==> config.mk <==
export PLATFORM = sky130hd
export DESIGN_NAME = base64_stream_codec_top
export DESIGN_NICKNAME = d
export VERILOG_FILES = /design/src/b64sc_pkg.sv /design/src/b64sc_front.sv /design/src/b64sc_queue.sv /design/src/b64sc_back.sv /design/src/base64_stream_codec_top.sv
export SDC_FILE = /design/constraint.sdc
export NUM_CORES = 1
export LEC_CHECK = 0
export BUFFER_PORTS_ARGS = -buffer_cell sky130_fd_sc_hd__clkbuf_2
export CAP_MARGIN = 5
export CORE_MARGIN = 3
export CORE_UTILIZATION = 25
export DETAILED_ROUTE_END_ITERATION = 10
export PLACE_DENSITY = 0.48
export SYNTH_ARGS = -nofsm -noshare
export SYNTH_HDL_FRONTEND = slang
export SYNTH_HIERARCHICAL = 1
export SYNTH_SLANG_ARGS = --single-unit
==> constraint.sdc <==
create_clock -name i_clk -period 3.65 [get_ports i_clk]
set_input_delay 0.365 -clock i_clk [delete_from_list [all_inputs] [get_ports i_clk]]
set_output_delay 0.365 -clock i_clk [all_outputs]
set_load 0.005 [all_outputs]
==> src/b64sc_pkg.sv <==
//------------------------------------------------------------------------------
// b64sc_pkg
// types, constants and alphabet functions of the base64 stream codec
//------------------------------------------------------------------------------
`default_nettype none

package b64sc_pkg;

    localparam int unsigned CHAR_W = 8;

    // direction register codes
    localparam logic DIR_ENCODE = 1'b0;
    localparam logic DIR_DECODE = 1'b1;

    // number of characters carried by one queued record
    localparam logic [1:0] NCHAR_NONE = 2'd0;
    localparam logic [1:0] NCHAR_ONE  = 2'd1;
    localparam logic [1:0] NCHAR_TWO  = 2'd2;

    // one queued transaction worth of results
    typedef struct packed {
        logic [1:0]        n_chars;
        logic [CHAR_W-1:0] char0;
        logic [CHAR_W-1:0] char1;
        logic              bad;
        logic              eom;
    } t_rec;

    // output sideband, char_valid in bit 0
    typedef struct packed {
        logic last_of_item;
        logic bad_symbol;
        logic char_valid;
    } t_user;

    localparam int unsigned USER_W = $bits(t_user);

    // 6-bit value to standard alphabet character
    function automatic logic [7:0] enc_char(input logic [5:0] v);
        logic [7:0] c;
        if (v < 6'd26) begin
            c = 8'd65 + {2'b00, v};
        end else if (v < 6'd52) begin
            c = 8'd97 + {2'b00, v} - 8'd26;
        end else if (v < 6'd62) begin
            c = 8'd48 + {2'b00, v} - 8'd52;
        end else if (v == 6'd62) begin
            c = 8'd43;
        end else begin
            c = 8'd47;
        end
        return c;
    endfunction

    // alphabet character to {valid, 6-bit value}
    function automatic logic [6:0] dec_symbol(input logic [7:0] c);
        logic [6:0] r;
        if (c >= 8'd65 && c <= 8'd90) begin
            r = {1'b1, 6'(c - 8'd65)};
        end else if (c >= 8'd97 && c <= 8'd122) begin
            r = {1'b1, 6'(c - 8'd97 + 8'd26)};
        end else if (c >= 8'd48 && c <= 8'd57) begin
            r = {1'b1, 6'(c - 8'd48 + 8'd52)};
        end else if (c == 8'd43) begin
            r = {1'b1, 6'd62};
        end else if (c == 8'd47) begin
            r = {1'b1, 6'd63};
        end else begin
            r = 7'd0;
        end
        return r;
    endfunction

endpackage

`default_nettype wire

==> src/b64sc_front.sv <==
//------------------------------------------------------------------------------
// b64sc_front
// accepts input characters, runs the bit buffer and builds result records
//------------------------------------------------------------------------------
`default_nettype none

module b64sc_front
    import b64sc_pkg::*;
(
    input  wire logic              i_clk,
    input  wire logic              i_rst_n,
    input  wire logic              i_cfg_wr_en,
    input  wire logic              i_cfg_wr_data,
    input  wire logic              i_valid,
    input  wire logic [CHAR_W-1:0] i_char,
    input  wire logic              i_eom,
    input  wire logic              i_room,
    output logic                   o_ready,
    output logic                   o_push,
    output t_rec                   o_rec
);

    logic       r_direction;
    logic [7:0] r_buf;
    logic [2:0] r_cnt;
    logic [7:0] n_buf;
    logic [2:0] n_cnt;

    logic       accept;
    logic [6:0] sym;
    logic [14:0] acc;
    logic [3:0] cnt_sum;
    logic [3:0] cnt_left;
    logic       bad;
    logic [14:0] keep_mask;

    assign o_ready = i_room;
    assign accept  = i_valid && i_room;
    assign sym     = dec_symbol(i_char);

    always_comb begin
        acc           = 15'd0;
        cnt_sum       = 4'd0;
        cnt_left      = 4'd0;
        bad           = 1'b0;
        o_rec.n_chars = NCHAR_NONE;
        o_rec.char0   = '0;
        o_rec.char1   = '0;
        if (r_direction == DIR_ENCODE) begin
            acc     = {r_buf[6:0], i_char};
            cnt_sum = {1'b0, r_cnt} + 4'd8;
            o_rec.char0 = enc_char(6'(acc >> (cnt_sum - 4'd6)));
            if (cnt_sum >= 4'd12) begin
                o_rec.n_chars = NCHAR_TWO;
                o_rec.char1   = enc_char(6'(acc >> (cnt_sum - 4'd12)));
                cnt_left      = cnt_sum - 4'd12;
            end else begin
                o_rec.n_chars = NCHAR_ONE;
                cnt_left      = cnt_sum - 4'd6;
            end
        end else begin
            if (sym[6]) begin
                acc     = {1'b0, r_buf, sym[5:0]};
                cnt_sum = {1'b0, r_cnt} + 4'd6;
            end else begin
                acc     = {7'd0, r_buf};
                cnt_sum = {1'b0, r_cnt};
                bad     = 1'b1;
            end
            if (cnt_sum >= 4'd8) begin
                o_rec.n_chars = NCHAR_ONE;
                o_rec.char0   = 8'(acc >> (cnt_sum - 4'd8));
                cnt_left      = cnt_sum - 4'd8;
            end else begin
                cnt_left      = cnt_sum;
            end
        end
        o_rec.bad = bad;
        o_rec.eom = i_eom;

        // leftover bits, dropped at end of message
        keep_mask = (15'd1 << cnt_left[2:0]) - 15'd1;
        if (i_eom) begin
            n_buf = 8'd0;
            n_cnt = 3'd0;
        end else begin
            n_buf = 8'(acc & keep_mask);
            n_cnt = cnt_left[2:0];
        end
    end

    assign o_push = accept && ((o_rec.n_chars != NCHAR_NONE) || bad || i_eom);

    always_ff @(posedge i_clk) begin
        if (!i_rst_n) begin
            r_direction <= DIR_ENCODE;
            r_buf       <= 8'd0;
            r_cnt       <= 3'd0;
        end else begin
            if (i_cfg_wr_en) begin
                r_direction <= i_cfg_wr_data;
            end
            if (accept) begin
                r_buf <= n_buf;
                r_cnt <= n_cnt;
            end
        end
    end

endmodule

`default_nettype wire

==> src/b64sc_queue.sv <==
//------------------------------------------------------------------------------
// b64sc_queue
// short record queue between the front and the back
//------------------------------------------------------------------------------
`default_nettype none

module b64sc_queue
    import b64sc_pkg::*;
#(
    parameter int unsigned DEPTH = 2
) (
    input  wire logic i_clk,
    input  wire logic i_rst_n,
    input  wire logic i_push,
    input  wire t_rec i_rec,
    input  wire logic i_pop,
    output logic      o_room,
    output logic      o_avail,
    output t_rec      o_rec
);

    localparam int unsigned PTR_W = (DEPTH > 1) ? $clog2(DEPTH) : 1;
    localparam int unsigned CNT_W = $clog2(DEPTH + 1);

    t_rec             r_mem [DEPTH];
    logic [PTR_W-1:0] r_wr;
    logic [PTR_W-1:0] r_rd;
    logic [CNT_W-1:0] r_count;

    logic do_push;
    logic do_pop;

    assign o_room  = (r_count != CNT_W'(DEPTH));
    assign o_avail = (r_count != '0);
    assign o_rec   = r_mem[r_rd];
    assign do_push = i_push && o_room;
    assign do_pop  = i_pop && o_avail;

    always_ff @(posedge i_clk) begin
        if (do_push) begin
            r_mem[r_wr] <= i_rec;
        end
    end

    always_ff @(posedge i_clk) begin
        if (!i_rst_n) begin
            r_wr    <= '0;
            r_rd    <= '0;
            r_count <= '0;
        end else begin
            if (do_push) begin
                r_wr <= (r_wr == PTR_W'(DEPTH - 1)) ? '0 : r_wr + 1'b1;
            end
            if (do_pop) begin
                r_rd <= (r_rd == PTR_W'(DEPTH - 1)) ? '0 : r_rd + 1'b1;
            end
            if (do_push && !do_pop) begin
                r_count <= r_count + 1'b1;
            end else if (do_pop && !do_push) begin
                r_count <= r_count - 1'b1;
            end
        end
    end

endmodule

`default_nettype wire

==> src/b64sc_back.sv <==
//------------------------------------------------------------------------------
// b64sc_back
// unpacks queued records into result transactions on the output register
//------------------------------------------------------------------------------
`default_nettype none

module b64sc_back
    import b64sc_pkg::*;
(
    input  wire logic               i_clk,
    input  wire logic               i_rst_n,
    input  wire logic               i_avail,
    input  wire t_rec               i_rec,
    output logic                    o_pop,
    output logic                    o_valid,
    input  wire logic               i_ready,
    output logic [CHAR_W-1:0]       o_data,
    output logic [USER_W-1:0]       o_user,
    output logic                    o_last
);

    logic              r_valid;
    logic [CHAR_W-1:0] r_data;
    t_user             r_user;
    logic              r_last;
    logic              r_pend;
    logic [CHAR_W-1:0] r_pend_char;
    logic              r_pend_bad;
    logic              r_pend_eom;

    logic              n_valid;
    logic [CHAR_W-1:0] n_data;
    t_user             n_user;
    logic              n_last;
    logic              n_pend;

    logic              load;

    assign load = !r_valid || i_ready;

    always_comb begin
        n_valid = r_valid;
        n_data  = r_data;
        n_user  = r_user;
        n_last  = r_last;
        n_pend  = r_pend;
        o_pop   = 1'b0;
        if (load) begin
            if (r_pend) begin
                // second character of a two-character record
                n_valid             = 1'b1;
                n_data              = r_pend_char;
                n_user.char_valid   = 1'b1;
                n_user.bad_symbol   = r_pend_bad;
                n_user.last_of_item = 1'b1;
                n_last              = r_pend_eom;
                n_pend              = 1'b0;
            end else if (i_avail) begin
                o_pop             = 1'b1;
                n_valid           = 1'b1;
                n_user.bad_symbol = i_rec.bad;
                case (i_rec.n_chars)
                    NCHAR_NONE: begin
                        n_data              = '0;
                        n_user.char_valid   = 1'b0;
                        n_user.last_of_item = 1'b1;
                        n_last              = i_rec.eom;
                    end
                    NCHAR_ONE: begin
                        n_data              = i_rec.char0;
                        n_user.char_valid   = 1'b1;
                        n_user.last_of_item = 1'b1;
                        n_last              = i_rec.eom;
                    end
                    default: begin
                        n_data              = i_rec.char0;
                        n_user.char_valid   = 1'b1;
                        n_user.last_of_item = 1'b0;
                        n_last              = 1'b0;
                        n_pend              = 1'b1;
                    end
                endcase
            end else begin
                n_valid = 1'b0;
            end
        end
    end

    always_ff @(posedge i_clk) begin
        if (!i_rst_n) begin
            r_valid <= 1'b0;
            r_pend  <= 1'b0;
        end else begin
            r_valid <= n_valid;
            r_pend  <= n_pend;
        end
    end

    always_ff @(posedge i_clk) begin
        r_data <= n_data;
        r_user <= n_user;
        r_last <= n_last;
        if (o_pop) begin
            r_pend_char <= i_rec.char1;
            r_pend_bad  <= i_rec.bad;
            r_pend_eom  <= i_rec.eom;
        end
    end

    assign o_valid = r_valid;
    assign o_data  = r_data;
    assign o_user  = r_user;
    assign o_last  = r_last;

endmodule

`default_nettype wire

==> src/base64_stream_codec_top.sv <==
// Streaming base64 codec without padding. With the direction register at 0 it
// takes raw bytes and sends out one standard-alphabet character per 6 bits;
// at 1 it takes alphabet characters and sends out one byte per 8 bits. A
// character outside the alphabet (including '=') is flagged on tuser and adds
// no bits. tlast on the input ends a message: leftover bits are dropped and
// the buffer restarts empty. The input side accepts one transaction per
// clock as long as the record queue has room; an item yields zero, one or two
// result transactions, and the output register sends at most one per clock,
// so while the sink is ready the sustained rate is one item per cycle except
// where two-character encode items make the output side the limit. The first
// result of an item is written into the record queue and then loaded into the
// output register before it is on the output.
//------------------------------------------------------------------------------
// base64_stream_codec_top
// stream codec top level: front classifier, record queue, result serializer
//------------------------------------------------------------------------------
`default_nettype none

module base64_stream_codec_top
    import b64sc_pkg::*;
#(
    parameter int unsigned QUEUE_DEPTH = 2
) (
    input  wire logic              i_clk,
    input  wire logic              i_rst_n,
    // direction register write, 0 encode, 1 decode
    input  wire logic              i_cfg_wr_en,
    input  wire logic              i_cfg_wr_data,
    // input stream
    input  wire logic              s_axis_tvalid,
    output logic                   s_axis_tready,
    input  wire logic [7:0]        s_axis_tdata,   // [7:0] in_char
    input  wire logic              s_axis_tlast,   // end_of_message
    // result stream
    output logic                   m_axis_tvalid,
    input  wire logic              m_axis_tready,
    output logic [7:0]             m_axis_tdata,   // [7:0] out_char
    output logic [USER_W-1:0]      m_axis_tuser,   // [0] char_valid, [1] bad_symbol,
                                                   // [2] last_of_item
    output logic                   m_axis_tlast    // message_done
);

    // front to queue
    logic push;
    t_rec push_rec;
    logic room;

    // queue to back
    logic avail;
    logic pop;
    t_rec pop_rec;

    // front holds the direction register and the bit buffer; it decides per
    // transaction how many results follow and queues one record for them
    b64sc_front u_front (
        .i_clk         (i_clk),
        .i_rst_n       (i_rst_n),
        .i_cfg_wr_en   (i_cfg_wr_en),
        .i_cfg_wr_data (i_cfg_wr_data),
        .i_valid       (s_axis_tvalid),
        .i_char        (s_axis_tdata),
        .i_eom         (s_axis_tlast),
        .i_room        (room),
        .o_ready       (s_axis_tready),
        .o_push        (push),
        .o_rec         (push_rec)
    );

    // decouples input acceptance from output stalls
    b64sc_queue #(
        .DEPTH (QUEUE_DEPTH)
    ) u_queue (
        .i_clk   (i_clk),
        .i_rst_n (i_rst_n),
        .i_push  (push),
        .i_rec   (push_rec),
        .i_pop   (pop),
        .o_room  (room),
        .o_avail (avail),
        .o_rec   (pop_rec)
    );

    // splits each record into one or two result transactions
    b64sc_back u_back (
        .i_clk   (i_clk),
        .i_rst_n (i_rst_n),
        .i_avail (avail),
        .i_rec   (pop_rec),
        .o_pop   (pop),
        .o_valid (m_axis_tvalid),
        .i_ready (m_axis_tready),
        .o_data  (m_axis_tdata),
        .o_user  (m_axis_tuser),
        .o_last  (m_axis_tlast)
    );

endmodule

`default_nettype wire

==> metrics.sh <==
STATUS='complete, no violations'
RR_ENDPOINT='u_queue/r_mem[1][15]'
CTS_POST_SETUP_BUFFERS_INSERTED=0
WORSTPATHMAXFANOUT=9
SLEW_WORST_PIN_PS=963
YS_SEQ_AREA_FRAC=0.387
FINAL_HOLD_VIOL_COUNT=0
NUMBER_OF_SLEW_LIMIT_VIOLATIONS_IN_THE_FINAL_REPORT=0
FIN_TOTAL_PWR_uW=3600
WORST-R2R-SETUP-SLACK_PS=300
TOP_LEVEL_PORTS=29
DIE_W_UM=157
HOLD_DEPTH=3
MAX_FREQ_MHz=298
POSTSYNTHAREAPERCELL_UM2=9.86
CLOCK_PIN_SLEW_ON_THE_WORST_SETUP_AND_HOLD_PATHS_PS=70
MIN_TO='u_front/r_direction'
PLACE_HPWL_UM=12200
SYNTH-SEQ-CELLS=80
DRIVE_ABOVE_1_SHARE=0.212
ELEMENT_TYPE_AT_THE_CRITICAL_PATH_START='flop'
MAXSLEWHEADROOM=0.355
SYNTH_TOP_FAMILY_BY_AREA='compound AO/OA/AOI/OAI gates'
BUFFER_TYPE_AT_THE_CLOCK_TREE_ROOT='sky130_fd_sc_hd__clkbuf_16'
CAP_VIOL_MAX_COUNT=0
ANT_NETS_AFTER_ROUTE=0
SYNTHESIS.INSTANCES=582
SYN-NUM-NETS=621
ASYNCSETRESETFLOPFRACSYNTH=0
SYN_AREA_MM2=0.00574
ANTENNA_DIODE_COUNT=0
SYNTH_TOP_FLOP_CELL='sky130_fd_sc_hd__edfxtp_1'
STATIC-LEAKAGE-POWER_uW=0.00237
SYNTH_EDF_COUNT=62
ANTENNA_VIOLATIONS_BEFORE_REPAIR=0
HOLD_CLASS='primary input to flop'
WORST_CLOCK_SKEW_PS=10.3
PLACE.GP.CONGESTION=0.876
CRITICALPATHCATEGORY='flop to flop'
AREA_DELTA_SYNTH_FINAL_PCT=14.4
WORST-R2R-CELL-COUNT=11
SYNTH.MUX.AREA_FRACTION=0.112
NUMBER_OF_DESIGN_RULE_VIOLATIONS_LEFT_AFTER_DETAIL_ROUTING=0
GRT_OVERFLOW_TOTAL=0
GRT_MAX_DEGREE=29
ROUTED-VIA-COUNT=4818
GRT_SETUP_UNREPAIRED='no'
GLOBALROUTETOTALUTIL=0.134
YOSYSUNIQUECELLTYPES=86
WORST_HOLD_STARTPOINT='i_cfg_wr_data'
SYNTH_FA_HA_AREA_FRAC=0.0523
POSTCTSHOLDBUFS=0
DIEAREA_MM2=0.0248
CTS.HTREE.LEVELS=3
CRIT-REG2REG-LAUNCH='u_front/r_cnt[2]'
DETAILED_ROUTE_WIRE_LENGTH_UM=16400
PORTBUFFERS=28
DETAILEDROUTE.FIRSTPASSITERATIONCOUNT=5
P_COMB_FRAC=0.340
NUMCTSBUFFERS=9
FIN_NETS=657
DRT-INITIAL-DRC-COUNT=343
POWER.DENSITY_CELL_AREA_mW_PER_MM2=549
PERIOD_NEEDED_PS=3350
CTS_TREE='done'
ROWS=54
DIE_HEIGHT_UM=157
SETUP-VIOLATIONS-FINAL=0
INITIAL_UTILIZATION=0.259
WORST_IR_DROP_VDD_V=0.000203
WORST-ENDPOINT-ARRIVAL_PS=3370
VIA_PER_INST=5.34
SHARE_SEQ_OF_TOTAL_POWER=0.409
WORSTSKEWPAIRLATENCY_PS=340
SYNTHESIS.YOSYS.WARNINGS=6
DESIGN.CORE.AREA_MM2=0.0222
NUMBER_OF_FILL_CELLS_IN_THE_LAYOUT=2303
PWR-SHARE-CLK=0.251
CLKSINKCOUNT=80
SYNTH_SIMPLE_GATE_AREA_SHARE=0.166
CTS.REPAIR.RESIZED=0
SYNTH_COMPOUND_AREA_FRAC=0.215
WORST_EP_REQUIRED_TIME_PS=3670
CTS.PATH.MAX_BUFFERS=2
INTERNAL_DISSIPATION_uW=2410
CRITICAL_PATH.ENDPOINT_TYPE='flop'
GRT_FIRST_PASS_WIRELENGTH_UM=26200
VIAS_IN_THE_FIRST_GLOBAL_ROUTE=4725
TOTAL_SWITCHING_POWER_uW=1190
WL_PER_CELL_UM=18.1
POST_SYNTH_XOR_AREA_FRACTION=0.0122
FIN_TNS_SETUP_PS=0
FINAL.PERIOD_UTILIZATION=0.919
NET_SWITCHING_FRACTION_OF_THE_POWER=0.332
power groups by stage:
| stage | clock (uW) | combinational (uW) | sequential, uW |
|---|---|---|---|
| CTS | 930 | 1240 | 1480 |
| floorplan | 0 | 865 | 1440 |
| global placement | 0 | 1210 | 1490 |
| finish | 905 | 1230 | 1470 |
| global route | 965 | 1370 | 1500 |
| detailed placement | 0 | 1230 | 1500 |
layer usage:
| metal | up-vias | share of wire | GRT usage |
|---|---|---|---|
| li1 | 2286 | - | - |
| met1 | 2312 | 0.46 | 0.182 |
| met2 | 190 | 0.46 | 0.210 |
| met3 | 30 | 0.055 | 0.0275 |
| met4 | 0 | 0.025 | 0.0504 |
| met5 | - | 0 | 0 |
how the worst max path moves through the flow:
stage | slack (ps) | endpoint | depth (start not counted) | start
after global placement | 230 | u_front/r_buf[4] | 12 | s_axis_tdata[2]
after floorplan | 270 | u_queue/r_mem[0][15] | 14 | u_front/r_cnt[1]
after global routing | 110 | u_queue/r_mem[1][15] | 11 | u_front/r_cnt[1]
final | 300 | u_queue/r_mem[1][15] | 11 | u_front/r_cnt[2]
after CTS | 290 | u_queue/r_mem[1][15] | 11 | u_front/r_cnt[2]
after detailed placement | 220 | u_front/r_buf[4] | 12 | s_axis_tdata[2]
cell families after synthesis:
| family | Yosys count |
|---|---|
| simple gates | 179 |
| fa+ha+maj | 24 |
| xor+xnor | 8 |
| compound gates | 175 |
| buf+inv | 64 |
| mux | 51 |
| flops | 80 |
| other cells | 1 |
state kept, by name, indices dropped and copies added, names as in the netlist, named ones only:
| name | cells |
|---|---|
| u_queue/r_count | 2 |
| u_front/r_cnt | 2 |
| u_back/r_pend_char | 8 |
| u_back/o_valid | 1 |
| u_queue/r_mem | 40 |
| u_queue/r_rd | 1 |
| u_back/o_data | 8 |
| u_front/r_buf | 8 |
| u_back/o_user | 3 |
| u_queue/r_wr | 1 |
| u_back/o_last | 1 |
| u_back/r_pend_eom | 1 |
| u_back/r_pend_bad | 1 |
| u_front/r_direction | 1 |
| u_back/r_pend | 1 |
synthesized netlist by cell type (4+ instances only):
cell                         n  share of area
sky130_fd_sc_hd__a22o_1      4         0.0061
sky130_fd_sc_hd__mux2_2     23          0.045
sky130_fd_sc_hd__edfxtp_1   62           0.32
sky130_fd_sc_hd__xnor2_1     6         0.0092
sky130_fd_sc_hd__nor2b_1     5         0.0055
sky130_fd_sc_hd__inv_1      26          0.017
sky130_fd_sc_hd__a21oi_1    19          0.017
sky130_fd_sc_hd__a31oi_1     9         0.0098
sky130_fd_sc_hd__a211oi_1   10          0.013
sky130_fd_sc_hd__or3_1       7         0.0076
sky130_fd_sc_hd__o2111ai_1   5         0.0076
sky130_fd_sc_hd__nand2b_1    6         0.0065
sky130_fd_sc_hd__o211a_1     4         0.0070
sky130_fd_sc_hd__mux2i_1    19          0.033
sky130_fd_sc_hd__o21ai_1     5         0.0044
sky130_fd_sc_hd__o21a_1      5         0.0065
sky130_fd_sc_hd__clkbuf_1   14         0.0092
sky130_fd_sc_hd__and3_1      5         0.0055
sky130_fd_sc_hd__nor2_1     41          0.027
sky130_fd_sc_hd__nor3_1      8         0.0070
sky130_fd_sc_hd__o22ai_1     4         0.0044
sky130_fd_sc_hd__ha_1       24          0.052
sky130_fd_sc_hd__and2_1     12          0.013
sky130_fd_sc_hd__a21o_1      5         0.0065
sky130_fd_sc_hd__buf_2       9         0.0079
sky130_fd_sc_hd__nand4_1     6         0.0065
sky130_fd_sc_hd__nand3_1    14          0.012
sky130_fd_sc_hd__nand2_1    49          0.032
sky130_fd_sc_hd__o211ai_1   14          0.018
sky130_fd_sc_hd__mux4_2      8          0.031
sky130_fd_sc_hd__o21ai_0    44          0.038
sky130_fd_sc_hd__dfxtp_1    18          0.063
sky130_fd_sc_hd__buf_6       5         0.0098
sky130_fd_sc_hd__buf_4       6         0.0079
critical path: stages, from the launching register on:
cell and delay [ps]:
sky130_fd_sc_hd__dfxtp_1 330, sky130_fd_sc_hd__inv_1 60, sky130_fd_sc_hd__ha_1 480, sky130_fd_sc_hd__mux4_2 360, sky130_fd_sc_hd__a21oi_1 210, sky130_fd_sc_hd__inv_1 130
sky130_fd_sc_hd__ha_1 270, sky130_fd_sc_hd__a31oi_1 190, sky130_fd_sc_hd__o21ai_2 160, sky130_fd_sc_hd__o211a_1 260, sky130_fd_sc_hd__o311ai_1 330, sky130_fd_sc_hd__o21ai_0 260
layout by cell type (no fill, tap or decap), drive strengths merged, types with 7 or more instances in the layout:
master	n
edfxtp	62
mux2	23
dfxtp	18
nor2	41
buf	32
a21oi	19
nor3	10
mux4	8
ha	24
nand2	50
o211ai	14
or3	7
inv	29
mux2i	20
nand2b	8
clkbuf	39
a31oi	9
nand3	14
o21ai	51
and2	12
a211oi	10
cell type report:
| cell class | instances | area [um2] | area share |
|---|---|---|---|
| clock buffer | 11 | 233 | 0.0355 |
| clock inverter | 5 | 66.3 | 0.0101 |
| inverter | 29 | 109 | 0.0166 |
| multi-input combinational | 438 | 3200 | 0.488 |
| sequential | 80 | 2220 | 0.339 |
| tap | 280 | 350 | 0.0534 |
| timing repair buffer | 60 | 380 | 0.0579 |
per-stage QoR:
| stage | instance area [um2] | util | hold WS, ps | setup WS, ps | instances |
|---|---|---|---|---|---|
| 4_1_cts | 6560 | 0.296 | 263 | 292 | 903 |
| 5_1_grt | 6560 | 0.296 | 295 | 109 | 903 |
| 3_3_place_gp | 6260 | 0.283 | 506 | 234 | 887 |
| 2_1_floorplan | 5740 | - | 474 | 267 | 582 |
| 3_5_place_dp | 6260 | 0.283 | 512 | 216 | 887 |
| 6_report | 6560 | 0.296 | 268 | 295 | 903 |
Note: power is estimated with default switching activity, not from simulation.
